<file path="config.mk">
export PLATFORM = sky130hd
export DESIGN_NAME = lcgsa_stage
export DESIGN_NICKNAME = d
export VERILOG_FILES = /design/src/rtl/lcgsa_pkg.sv /design/src/rtl/lcgsa_stage.sv
export SDC_FILE = /design/constraint.sdc
export NUM_CORES = 1
export LEC_CHECK = 0
export BUFFER_PORTS_ARGS = -buffer_cell sky130_fd_sc_hd__buf_2
export CORE_ASPECT_RATIO = 1.1
export CORE_MARGIN = 2
export CORE_UTILIZATION = 45
export CTS_BUF_LIST = sky130_fd_sc_hd__clkbuf_2 sky130_fd_sc_hd__clkbuf_4 sky130_fd_sc_hd__clkbuf_8
export CTS_CLUSTER_DIAMETER = 200
export DETAILED_ROUTE_END_ITERATION = 10
export MAX_ROUTING_LAYER = met4
export PLACE_DENSITY = 0.6
export SLEW_MARGIN = 10
export SYNTH_ARGS = -nofsm -noshare
export SYNTH_HDL_FRONTEND = slang
export SYNTH_SLANG_ARGS = --single-unit
</file>
<file path="constraint.sdc">
create_clock -name clk -period 10.3 [get_ports clk]
set_input_delay 1.545 -clock clk [delete_from_list [all_inputs] [get_ports clk]]
set_output_delay 1.545 -clock clk [all_outputs]
set_load 0.005 [all_outputs]
</file>
<file path="src/rtl/lcgsa_pkg.sv">
package lcgsa_pkg;

  localparam int unsigned StepBits = 32;
  localparam logic [31:0] LcgMul = 32'h0003_43FD;
  localparam logic [31:0] LcgInc = 32'h0026_9EC3;

  typedef struct packed {
    logic        valid;
    logic [31:0] seed;
    logic [31:0] steps;
  } stage_t;

  // multiplier of the map that advances 2^k steps
  function automatic logic [31:0] jump_mul(int k);
    logic [31:0] m;
    m = LcgMul;
    for (int i = 0; i < k; i++) begin
      m = 32'(m * m);
    end
    return m;
  endfunction

  // increment of the map that advances 2^k steps
  function automatic logic [31:0] jump_add(int k);
    logic [31:0] m;
    logic [31:0] c;
    m = LcgMul;
    c = LcgInc;
    for (int i = 0; i < k; i++) begin
      c = 32'((m + 32'd1) * c);
      m = 32'(m * m);
    end
    return c;
  endfunction

endpackage

</file>
<file path="src/rtl/lcgsa_stage.sv">
module lcgsa_stage (
  input  logic                clk,
  input  logic                rst,
  input  logic                en,
  input  logic [31:0]         mul_k,
  input  logic [31:0]         add_k,
  input  lcgsa_pkg::stage_t   stage_in,
  output lcgsa_pkg::stage_t   stage_out
);

  logic [31:0] prod;
  logic [31:0] seed_next;

  assign prod      = 32'(stage_in.seed * mul_k);
  assign seed_next = stage_in.steps[0] ? 32'(prod + add_k) : stage_in.seed;

  // advance by 2^k steps where this bit of the count is set
  always_ff @(posedge clk) begin
    if (rst) begin
      stage_out.valid <= 1'b0;
    end else if (en) begin
      stage_out.valid <= stage_in.valid;
    end
    if (en) begin
      stage_out.seed  <= seed_next;
      stage_out.steps <= {1'b0, stage_in.steps[31:1]};
    end
  end

endmodule

</file>
* Word-level counts from Yosys, hierarchy flattened
Cells that the tools add are included.
Word-level totals: bits in registers 64, bits in latches 0, bits in writable memories 0, memory bits (read-only) 0, input port bits 132, output and inout port bits 65, logic and storage cells 6, memories 0
Cells by class: add/sub/neg operators 1, multiply operators 1, divide/modulo/power cells 0, order comparisons 0, equality and inequality tests 0, shift operators 0, muxes and demuxes 1, bitwise logic cells 0, reductions and logical operators 0
Operators with widths (count):
- $add 32x32->32 | 1
- $mul 32x32->32 | 1
- $mux 32 | 1

* Depth between registers and ports, before layout
Gate-level depths: netlist of run 1.
depth in word-level cells 3, depth in mapped cells 29, mapped depth without buffers 26

* Worst setup path before layout of run 1
No wires, ideal clock.
kind input to register, start in stage_in[45] (netlist bit), end reg stage_out[62] (netlist bit), data pin, setup time 261 ps, arrival time 8018 ps, required time 10039 ps, path slack 2021 ps, stages 25, buffers on the path 3, path through clkbuf_1 > clkbuf_1 > and2_1 > fa_1 > fa_1 > fa_1 > inv_1 > fa_1 > inv_1 > fa_1 > fa_1 > fa_1 > inv_1 > fa_1 > inv_1 > ha_1 > buf_2 > a21o_1 > a21o_1 > a221oi_1 > o31ai_1 > a31o_2 > a21oi_2 > mux2i_1 > a311o_1
On the way: longest elaborated chain between the ends 3
RTL lines:
- start, declared | line lcgsa_stage.sv:7 | input lcgsa_pkg::stage_t stage_in,
- $mul 32x32->32 | line lcgsa_stage.sv:14 | assign prod = 32'(stage_in.seed * mul_k);
- $add 32x32->32 | line lcgsa_stage.sv:15 | assign seed_next = stage_in.steps[0] ? 32'(prod + add_k) : stage_in.seed;
- $mux 32 | line lcgsa_stage.sv:15
- via seed_next[30] | line lcgsa_stage.sv:12 | logic [31:0] seed_next;
- end, declared | line lcgsa_stage.sv:8 | output lcgsa_pkg::stage_t stage_out
The timed path passes the listed nets, and every way through them passes these cells. A chain may end at the register's enable or synchronous reset.

* Worst setup path after layout of run 1
start in mul_k[0], end reg stage_out[60] (netlist bit), data pin
On the way: longest elaborated chain between the ends 3
RTL lines:
- start, declared | line lcgsa_stage.sv:5 | input logic [31:0] mul_k,
- $mul 32x32->32 | line lcgsa_stage.sv:14
- $add 32x32->32 | line lcgsa_stage.sv:15
- $mux 32 | line lcgsa_stage.sv:15
- via seed_next[28] | line lcgsa_stage.sv:12
The timed path passes the listed nets, and every way through them passes these cells.

==> impl_metrics.json, run 1 <==
{
  "grt_pass1_vias": 15500,
  "antenna_violating_nets_post_route": 0,
  "grt_setup_unrepaired": "no",
  "synthesis.area_um2": 19200,
  "initial_core_util_pct": 45.4,
  "drv.max_cap_violation_count": 0,
  "design.final.nets": 2809,
  "path_common_cell": "fa_1",
  "clock_insertion_delay_worst_skew_ns": 0.34,
  "yosys.area.top_type": "fa_1",
  "flow.area_growth_from_synthesis_pct": 8.13,
  "yosys_register_bits": 64,
  "report.final.hold_viol_count": 0,
  "rows": 79,
  "cp_slowest_cell": "buf_2",
  "drt_iter0_drc": 787,
  "largest_register_ff_count": 64,
  "clock.fmax_mhz": 118,
  "synthArstFlopShare_pct": 0,
  "fraction_of_final_layout_cells_sized_beyond_drive_strength_1_pct": 11.8,
  "num_vias": 13700,
  "die_w_um": 201,
  "ys_types": 53,
  "finalCriticalPeriod_ns": 8.50,
  "worstPathArrival_ns": 8.59,
  "io_buffers": 195,
  "crit_path_start_kind": "input pin",
  "antenna_found_initial": 3,
  "synth_flop_cell": "edfxtp_1",
  "grt_usage_pct": 25.7,
  "post-cts-setup-buffers": 0,
  "cpPeakStageDelay_ns": 0.55,
  "synth-edff-count": 63,
  "via_per_inst": 5.08,
  "routedWlPerCell_um": 19.2,
  "data_required_critical_path_ns": 10.39,
  "cts_repair_resize_count": 0,
  "post_synth.cell_area_avg_um2": 9.58,
  "firstDrtPassIters": 5,
  "clock-skew-final_ns": 0,
  "postSynthCellCount": 2001,
  "die_height_um": 221,
  "tightest_slew_ns": 0.865,
  "core_area_um2": 42200,
  "final_min_period_over_clock_period_pct": 82.5,
  "crit_path_cell_trace": "buf_2 -> and2_1 -> fa_1 -> fa_1 -> fa_1 -> inv_1 -> fa_1 -> inv_1 -> fa_1 -> inv_1 -> fa_1 -> inv_1 -> fa_1 -> inv_1 -> fa_1 -> inv_1 -> ha_1 -> nand3_1 -> or3_1 -> o31ai_1 -> a31o_2 -> a21oi_2 -> xnor2_1 -> mux2_2",
  "grt_max_degree": 65,
  "boundaryPins": 197,
  "crit_fanout": 32,
  "yosysWarnings": 0,
  "regMostFlops": "stage_out",
  "grt_first_pass_wirelength_um": 84400,
  "fillers": 4037,
  "detailedPlacementHpwl_um": 41500,
  "postCtsHoldBufs": 0,
  "critPathBufInv": 7,
  "setup_tns_ns": 0,
  "hold_class": "reg -> reg",
  "floorplan_die_area_um2": 44300,
  "report.final.setup_viol": 0,
  "cp-end-kind": "flop",
  "wl_um": 51700,
  "leading_post_synthesis_cells_by_cell_area": "fa_1 (46%), and2_1 (10%), edfxtp_1 (9.9%)",
  "tritoncts": "built",
  "layout_top_registers": "stage_out (64)",
  "crit_type": "in -> reg",
  "numCtsBuffers": 9,
  "cts_root_buffer": "clkbuf_8",
  "num_clock_sinks": 64,
  "post-route-drc-count": 0,
  "synth_largest_type_area_fraction_pct": 45.7,
  "critPathTopFamily": "adder cells",
  "drv_slew": 0,
  "yosysSeqAreaShare_pct": 9.97,
  "grt-ovfl-total": 0,
  "largest_buffer_count_on_any_clock_path": 2,
  "htreeDepth": 3,
  "slew_headroom_pct": 42.4,
  "postSynthNetCount": 2695,
  "run_status": "complete, no violations",
  "globalplace.congestion": 0.903,
  "clk_pin_slew_ns": 0.07
}
[logic make-up after synthesis]
| logic type | count (synthesis) | share of synthesized area (%) |
|---|---|---|
| xor gates and xnor gates | 81 | 3.77 |
| muxes | 24 | 1.39 |
| other | 1 | 0.0196 |
| DFF | 64 | 9.97 |
| buffers and inverters | 595 | 11.7 |
| and+or+nand+nor | 584 | 15.9 |
| adders and majority gates | 562 | 53.8 |
| AOI/OAI and AO/OA | 90 | 3.48 |
[layer usage]
layer  part of all wire [%]  wire length [um]  vias to the layer above  global-route usage, %
met3                    6.7              3450                       75                   3.84
met5                      0                 0                        -                      -
met1                     40             20800                     7111                   31.9
met2                     51             26300                      468                   44.5
li1                       -                 -                     6018                      -
met4                    2.2              1160                        0                   6.20
[cells in the final DEF, fill, tap and decap left out, types with 2 or more instances in the layout]
master      netlist  layout
a21o_2            2       2
o31ai_1           3       3
a31oi_1           6       6
clkinvlp_4        0       3
buf_2             4     195
fa_1            438     438
edfxtp_1         63      63
nand3_1           7       7
ha_1            124     124
and2_1          317     317
diode_2           0       2
a211oi_2          3       3
and3_1            2       2
o21ai_1           3       3
mux2_2           21      21
nor3b_1           2       2
a211oi_1          3       3
a21o_1           15      15
nor2b_1           3       3
a21oi_1          20      20
a21oi_2           2       2
nor3_1            3       3
buf_4             1       5
inv_1           498     498
o21a_1            6       6
xor2_1           16      16
o21ai_0          10      10
nand4_1           3       3
nor2_1           21      21
o21bai_1          2       2
a22oi_1           2       2
nand2_1         222     222
clkbuf_8          0      10
xnor2_1          64      64
or3_1             2       2
mux2i_1           3       3
[path summary, 6_finish.rpt]
check / start / to / slack, ns / cells after the start
worst max-delay path: mul_k[0] / stage_out[60] / 1.80 / 24
worst min-delay path: stage_out[64] / stage_out[64] / 0.51 / 2
worst max register to register: stage_out[64] / stage_out[64] / 9.71 / 2
worst min register to register: stage_out[64] / stage_out[64] / 0.51 / 2
[worst reg2reg max path, cell delays in order, from the launching register on]
cell and delay (ns):
dfxtp_1 0.31, mux2i_1 0.12, nor2_1 0.05
[cell type report]
type / instances / area (um2) / share of cell area, %
repair buffers: 200 / 1010 / 4.89
clock inverters: 6 / 66.3 / 0.320
well taps: 567 / 709 / 3.42
inverters: 498 / 1870 / 9.01
multi-input cells: 1342 / 15000 / 72.4
clock buffers: 10 / 138 / 0.664
diodes: 2 / 5.00 / 0.0241
flip-flops and latches: 64 / 1910 / 9.22
[per-stage QoR]
| step | setup slack [ns] | utilization (%) | instances | hold slack, ns | instance area, um2 |
|---|---|---|---|---|---|
| CTS | 1.78 | 49.1 | 2687 | 0.513 | 20700 |
| global placement | 1.42 | 48.6 | 2671 | 0.475 | 20500 |
| finish | 1.80 | 49.1 | 2689 | 0.507 | 20700 |
| floorplan | 2.02 | - | 2001 | 0.485 | 19200 |
| global route | 1.40 | 49.1 | 2688 | 0.554 | 20700 |
| detailed placement | 1.41 | 48.6 | 2671 | 0.486 | 20500 |
[synthesized netlist by cell type, types with 2 or more instances]
cell,n
a211oi_1,3
a211oi_2,3
a21o_1,15
a21o_2,2
a21oi_1,20
a21oi_2,2
a22oi_1,2
a31oi_1,6
and2_1,317
and3_1,2
buf_1,5
buf_2,4
clkbuf_1,87
edfxtp_1,63
fa_1,438
ha_1,124
inv_1,498
mux2_2,21
mux2i_1,3
nand2_1,222
nand3_1,7
nand4_1,3
nor2_1,21
nor2b_1,3
nor3_1,3
nor3b_1,2
o21a_1,6
o21ai_0,10
o21ai_1,3
o21bai_1,2
o31ai_1,3
or3_1,2
xnor2_1,64
xor2_1,16
Power of run 1 is left out: the tool's default activity adds up to more than one toggle a clock period on the data nets, which glitch-free logic cannot reach.
==> run 2, diff against run 1 <==
Clock period 10.3 ns to 8.4 ns, I/O delays scaled along.
==> run 2 against run 1 <==
Design area grew 1.5%. Clock-buffer cell count is the same. Utilization grew 0.74 points. Hold slack lost 0.0099 ns. Die area is the same. First-iteration DRC count shrank 22%. Routed wire length grew 2.6%. Non-clock buffer count grew 45. Global-route usage grew 0.48 points. Register-to-register slack lost 1.9 ns. Critical endpoint unchanged. Cell count grew 1.6%. Critical path depth grew 1.
==> impl_metrics.json, run 2 (synthesis results as in run 1) <==
{
  "run_status": "complete, no violations",
  "slew_headroom_pct": 38.1,
  "final_min_period_over_clock_period_pct": 95.5,
  "placement.cell_area_um2": 20900,
  "fraction_of_final_layout_cells_sized_beyond_drive_strength_1_pct": 13.6,
  "fillers": 3984,
  "grt_max_degree": 65,
  "finalCriticalPeriod_ns": 8.02,
  "grt-ovfl-total": 0,
  "detailedPlacementHpwl_um": 44500,
  "crit_type": "in -> reg",
  "firstDrtPassIters": 5,
  "postCtsHoldBufs": 0,
  "post-route-drc-count": 0,
  "antenna_violating_nets_post_route": 0,
  "most-common-layout-cells": "inv_1 (498), fa_1 (438), and2_1 (317), nand2_1 (222), buf_2 (195)",
  "crit_fanout": 19,
  "placement.setup.worst_slack_ns": 0.00981,
  "flow.area_growth_from_synthesis_pct": 9.76,
  "htreeDepth": 3,
  "hold_class": "reg -> reg",
  "io_buffers": 195,
  "cts_repair_resize_count": 0,
  "clock.fmax_mhz": 125,
  "multi_input_comb_area_um2": 15000,
  "setup_tns_ns": 0,
  "largest_register_ff_count": 64,
  "grt_first_pass_wirelength_um": 85700,
  "layout_top_registers": "stage_out (64)",
  "rows": 79,
  "clk_pin_slew_ns": 0.07,
  "cp-end-kind": "flop",
  "routedWlPerCell_um": 19.4,
  "worst_hold_slack_across_all_endpoints_ns": 0.497,
  "post-cts-setup-buffers": 0,
  "final_cell_area_um2": 21000,
  "data_required_critical_path_ns": 8.50,
  "tritoncts": "built",
  "num_clock_sinks": 64,
  "via_per_inst": 5.02,
  "worst_slack_ns": 0.377,
  "drv.max_cap_violation_count": 0,
  "worstPathArrival_ns": 8.12,
  "globalplace.congestion": 0.895,
  "report.final.hold_viol_count": 0,
  "regMostFlops": "stage_out",
  "tightest_slew_ns": 0.929,
  "cts_root_buffer": "clkbuf_8",
  "worst-r2r-setup-slack_ns": 7.82,
  "crit_path_start_kind": "input pin",
  "grt_pass1_vias": 15400,
  "drt_iter0_drc": 616,
  "numCtsBuffers": 9,
  "core_area_um2": 42200,
  "seq_area_um2": 1910,
  "boundaryPins": 197,
  "report.final.setup_viol": 0,
  "grt_usage_pct": 26.1,
  "floorplan_die_area_um2": 44300,
  "initial_core_util_pct": 45.4,
  "wl_um": 53100,
  "clock-skew-final_ns": 0,
  "num_vias": 13700,
  "design.final.nets": 2854,
  "mostFrequentLayoutCell": "inv_1",
  "die_height_um": 221,
  "die_w_um": 201,
  "clock_insertion_delay_worst_skew_ns": 0.34,
  "largest_buffer_count_on_any_clock_path": 2,
  "drv_slew": 0,
  "antenna_found_initial": 1,
  "grt_setup_unrepaired": "no"
}
-- run 2: worst max-delay path: stages --
cell and delay [ns]:
buf_2 0.37, and2_1 0.22, fa_1 0.46, fa_1 0.52
fa_1 0.51, inv_1 0.07, fa_1 0.54, inv_1 0.06
fa_1 0.50, inv_1 0.05, fa_1 0.53, inv_1 0.05
fa_1 0.47, inv_1 0.05, fa_1 0.48, inv_1 0.05
ha_1 0.38, nand3_1 0.12, or3_1 0.36, o31ai_1 0.24
buf_4 0.18, a31o_2 0.20, a21oi_2 0.07, xnor2_1 0.12
mux2_2 0.26
-- run 2: stage by stage --
step	util, %	std cells
floorplan	-	2001
global placement	49.4	2716
detailed placement	49.4	2716
CTS	49.9	2732
global route	49.9	2732
finish	49.9	2733
-- run 2: area by class of cell --
cell class	instances	share of cell area [%]
timing repair buffer	245	6.42
antenna	1	0.0119
tap	567	3.37
inverter	498	8.88
clock inverter	6	0.208
multi-input combinational	1342	71.4
sequential	64	9.08
clock buffer	10	0.654
-- run 2: path summary, 6_finish.rpt --
kind	from	end	depth (start not counted)
min	stage_out[64]	stage_out[64]	2
max	mul_k[0]	stage_out[60]	25
min reg2reg	stage_out[64]	stage_out[64]	2
max reg2reg	stage_out[64]	stage_out[64]	2
-- run 2: metal layers --
metal	vias up	track usage, %	part of all wire [%]
met5	-	-	0
met4	0	6.40	2.5
met3	71	3.08	5.7
met2	458	44.8	50
met1	7078	33.4	42
li1	6117	-	-
Power of run 2 is left out for the same reason.
==> run 3, diff against run 2 <==
Settings changed: CORE_UTILIZATION 45 to 35, PLACE_DENSITY 0.6 to 0.48.
==> run 3 against run 2 <==
Clock skew is the same. Sequential share of layout area decreased by 0.15 points. Via count down 0.27%. Maximum frequency grew 0.66%. Largest cell class unchanged.
==> impl_metrics.json, run 3 (synthesis results as in run 1) <==
{
  "run_status": "complete, no violations",
  "finalCoreUtilization_pct": 39.7,
  "via_per_inst": 4.71,
  "report.final.setup_viol": 0,
  "hold_startpoint": "stage_out[64]",
  "report.final.hold_viol_count": 0,
  "cts_root_buffer": "clkbuf_8",
  "drv.max_cap_violation_count": 0,
  "clock.fmax_mhz": 125,
  "seq_area_um2": 1910,
  "clock_insertion_delay_worst_skew_ns": 0.35,
  "tightest_slew_ns": 0.882,
  "crit_fanout": 19,
  "globalplace.congestion": 0.889,
  "grt_usage_pct": 22.1,
  "crit-reg2reg-launch": "stage_out[64]",
  "cts_repair_resize_count": 0,
  "place_inst": 2884,
  "die_w_um": 227,
  "most-common-layout-cells": "inv_1 (498), fa_1 (438), and2_1 (317), nand2_1 (222), buf_2 (195)",
  "io_buffers": 195,
  "setup_tns_ns": 0,
  "post-route-drc-count": 0,
  "floorplan_die_area_um2": 56700,
  "rows": 89,
  "die_height_um": 250,
  "routedWlPerCell_um": 19.8,
  "grt_setup_unrepaired": "no",
  "largest_register_ff_count": 64,
  "wl_um": 57600,
  "num_vias": 13700,
  "finalCriticalPeriod_ns": 7.97,
  "multi_input_comb_area_um2": 15000,
  "placement.cell_area_um2": 21100,
  "drt_iter0_drc": 586,
  "postCtsHoldBufs": 0,
  "clock-skew-final_ns": 0,
  "final_cell_area_um2": 21400,
  "crit_type": "in -> reg",
  "data_required_critical_path_ns": 8.52,
  "post-cts-setup-buffers": 0,
  "core_area_um2": 53900,
  "regMostFlops": "stage_out",
  "numCtsBuffers": 9,
  "grt_first_pass_wirelength_um": 91800,
  "finish.cell_count_without_fillers": 2903,
  "drv_slew": 0,
  "detailedPlacementHpwl_um": 49300,
  "layout_top_registers": "stage_out (64)",
  "largest_buffer_count_on_any_clock_path": 2,
  "crit_path_start_kind": "input pin",
  "fraction_of_final_layout_cells_sized_beyond_drive_strength_1_pct": 13.9,
  "grt-ovfl-total": 0,
  "flow.area_growth_from_synthesis_pct": 11.6,
  "mostFrequentLayoutCell": "inv_1",
  "antenna_violating_nets_post_route": 0,
  "grt_pass1_vias": 15600,
  "initial_core_util_pct": 35.6,
  "fillers": 5497,
  "grt_max_degree": 65,
  "slew_headroom_pct": 41.2,
  "antenna_found_initial": 4,
  "crit_start": "mul_k[0]",
  "hold_class": "reg -> reg",
  "firstDrtPassIters": 8,
  "htreeDepth": 3,
  "clk_pin_slew_ns": 0.09,
  "num_clock_sinks": 64,
  "tritoncts": "built",
  "worstPathArrival_ns": 8.09,
  "boundaryPins": 197,
  "final_min_period_over_clock_period_pct": 94.9,
  "cp-end-kind": "flop",
  "design.final.nets": 2861
}
[run 3: changes by cell type in the layout (fill, tap and decap cells not counted)]
cell,before,now
buf_12,0,2
buf_4,50,55
bufinv_16,0,3
clkinv_2,2,0
clkinv_4,2,1
diode_2,1,3
[run 3: path summary, 6_finish.rpt]
kind / slack, ns / depth (start not counted) / endpoint
hold / removal: 0.51 / 2 / stage_out[64]
setup reg to reg: 7.81 / 2 / stage_out[64]
hold reg to reg: 0.51 / 2 / stage_out[64]
setup / recovery: 0.43 / 25 / stage_out[62]
[run 3: cell type report]
class	count	area share, %
well taps	728	4.26
clock inverters	6	0.538
inverters	498	8.73
clock buffers	10	0.643
multi-input cells	1342	70.2
flip-flops and latches	64	8.93
repair buffers	252	6.68
diodes	3	0.0351
[run 3: routing by layer]
layer,vias to the layer above,GRT usage [%],part of all wire (%)
met2,347,38.2,51
met4,0,3.51,1.6
met1,7163,28.5,43
met5,-,-,0
met3,48,2.31,4.5
li1,6129,-,-
[run 3: stage by stage]
stage | worst slack [ns] | hold slack (ns)
6_report | 0.429 | 0.506
3_3_place_gp | 0.0197 | 0.471
2_1_floorplan | 0.406 | 0.485
5_1_grt | 0.0539 | 0.551
4_1_cts | 0.410 | 0.516
3_5_place_dp | 0.00817 | 0.494
[run 3: worst max-delay path, cell delays in order]
cell and delay, ns:
buf_2 0.40, and2_1 0.22, fa_1 0.44, fa_1 0.50, fa_1 0.50, inv_1 0.06, fa_1 0.53, inv_1 0.05
fa_1 0.49, inv_1 0.05, fa_1 0.53, inv_1 0.05, fa_1 0.50, inv_1 0.05, fa_1 0.48, inv_1 0.04
ha_1 0.38, nand3_1 0.13, or3_1 0.36, o31ai_1 0.24, buf_4 0.18, a31o_2 0.19, a21oi_2 0.06, mux2i_1 0.11
a311o_1 0.27
Power of run 3 is left out for the same reason.
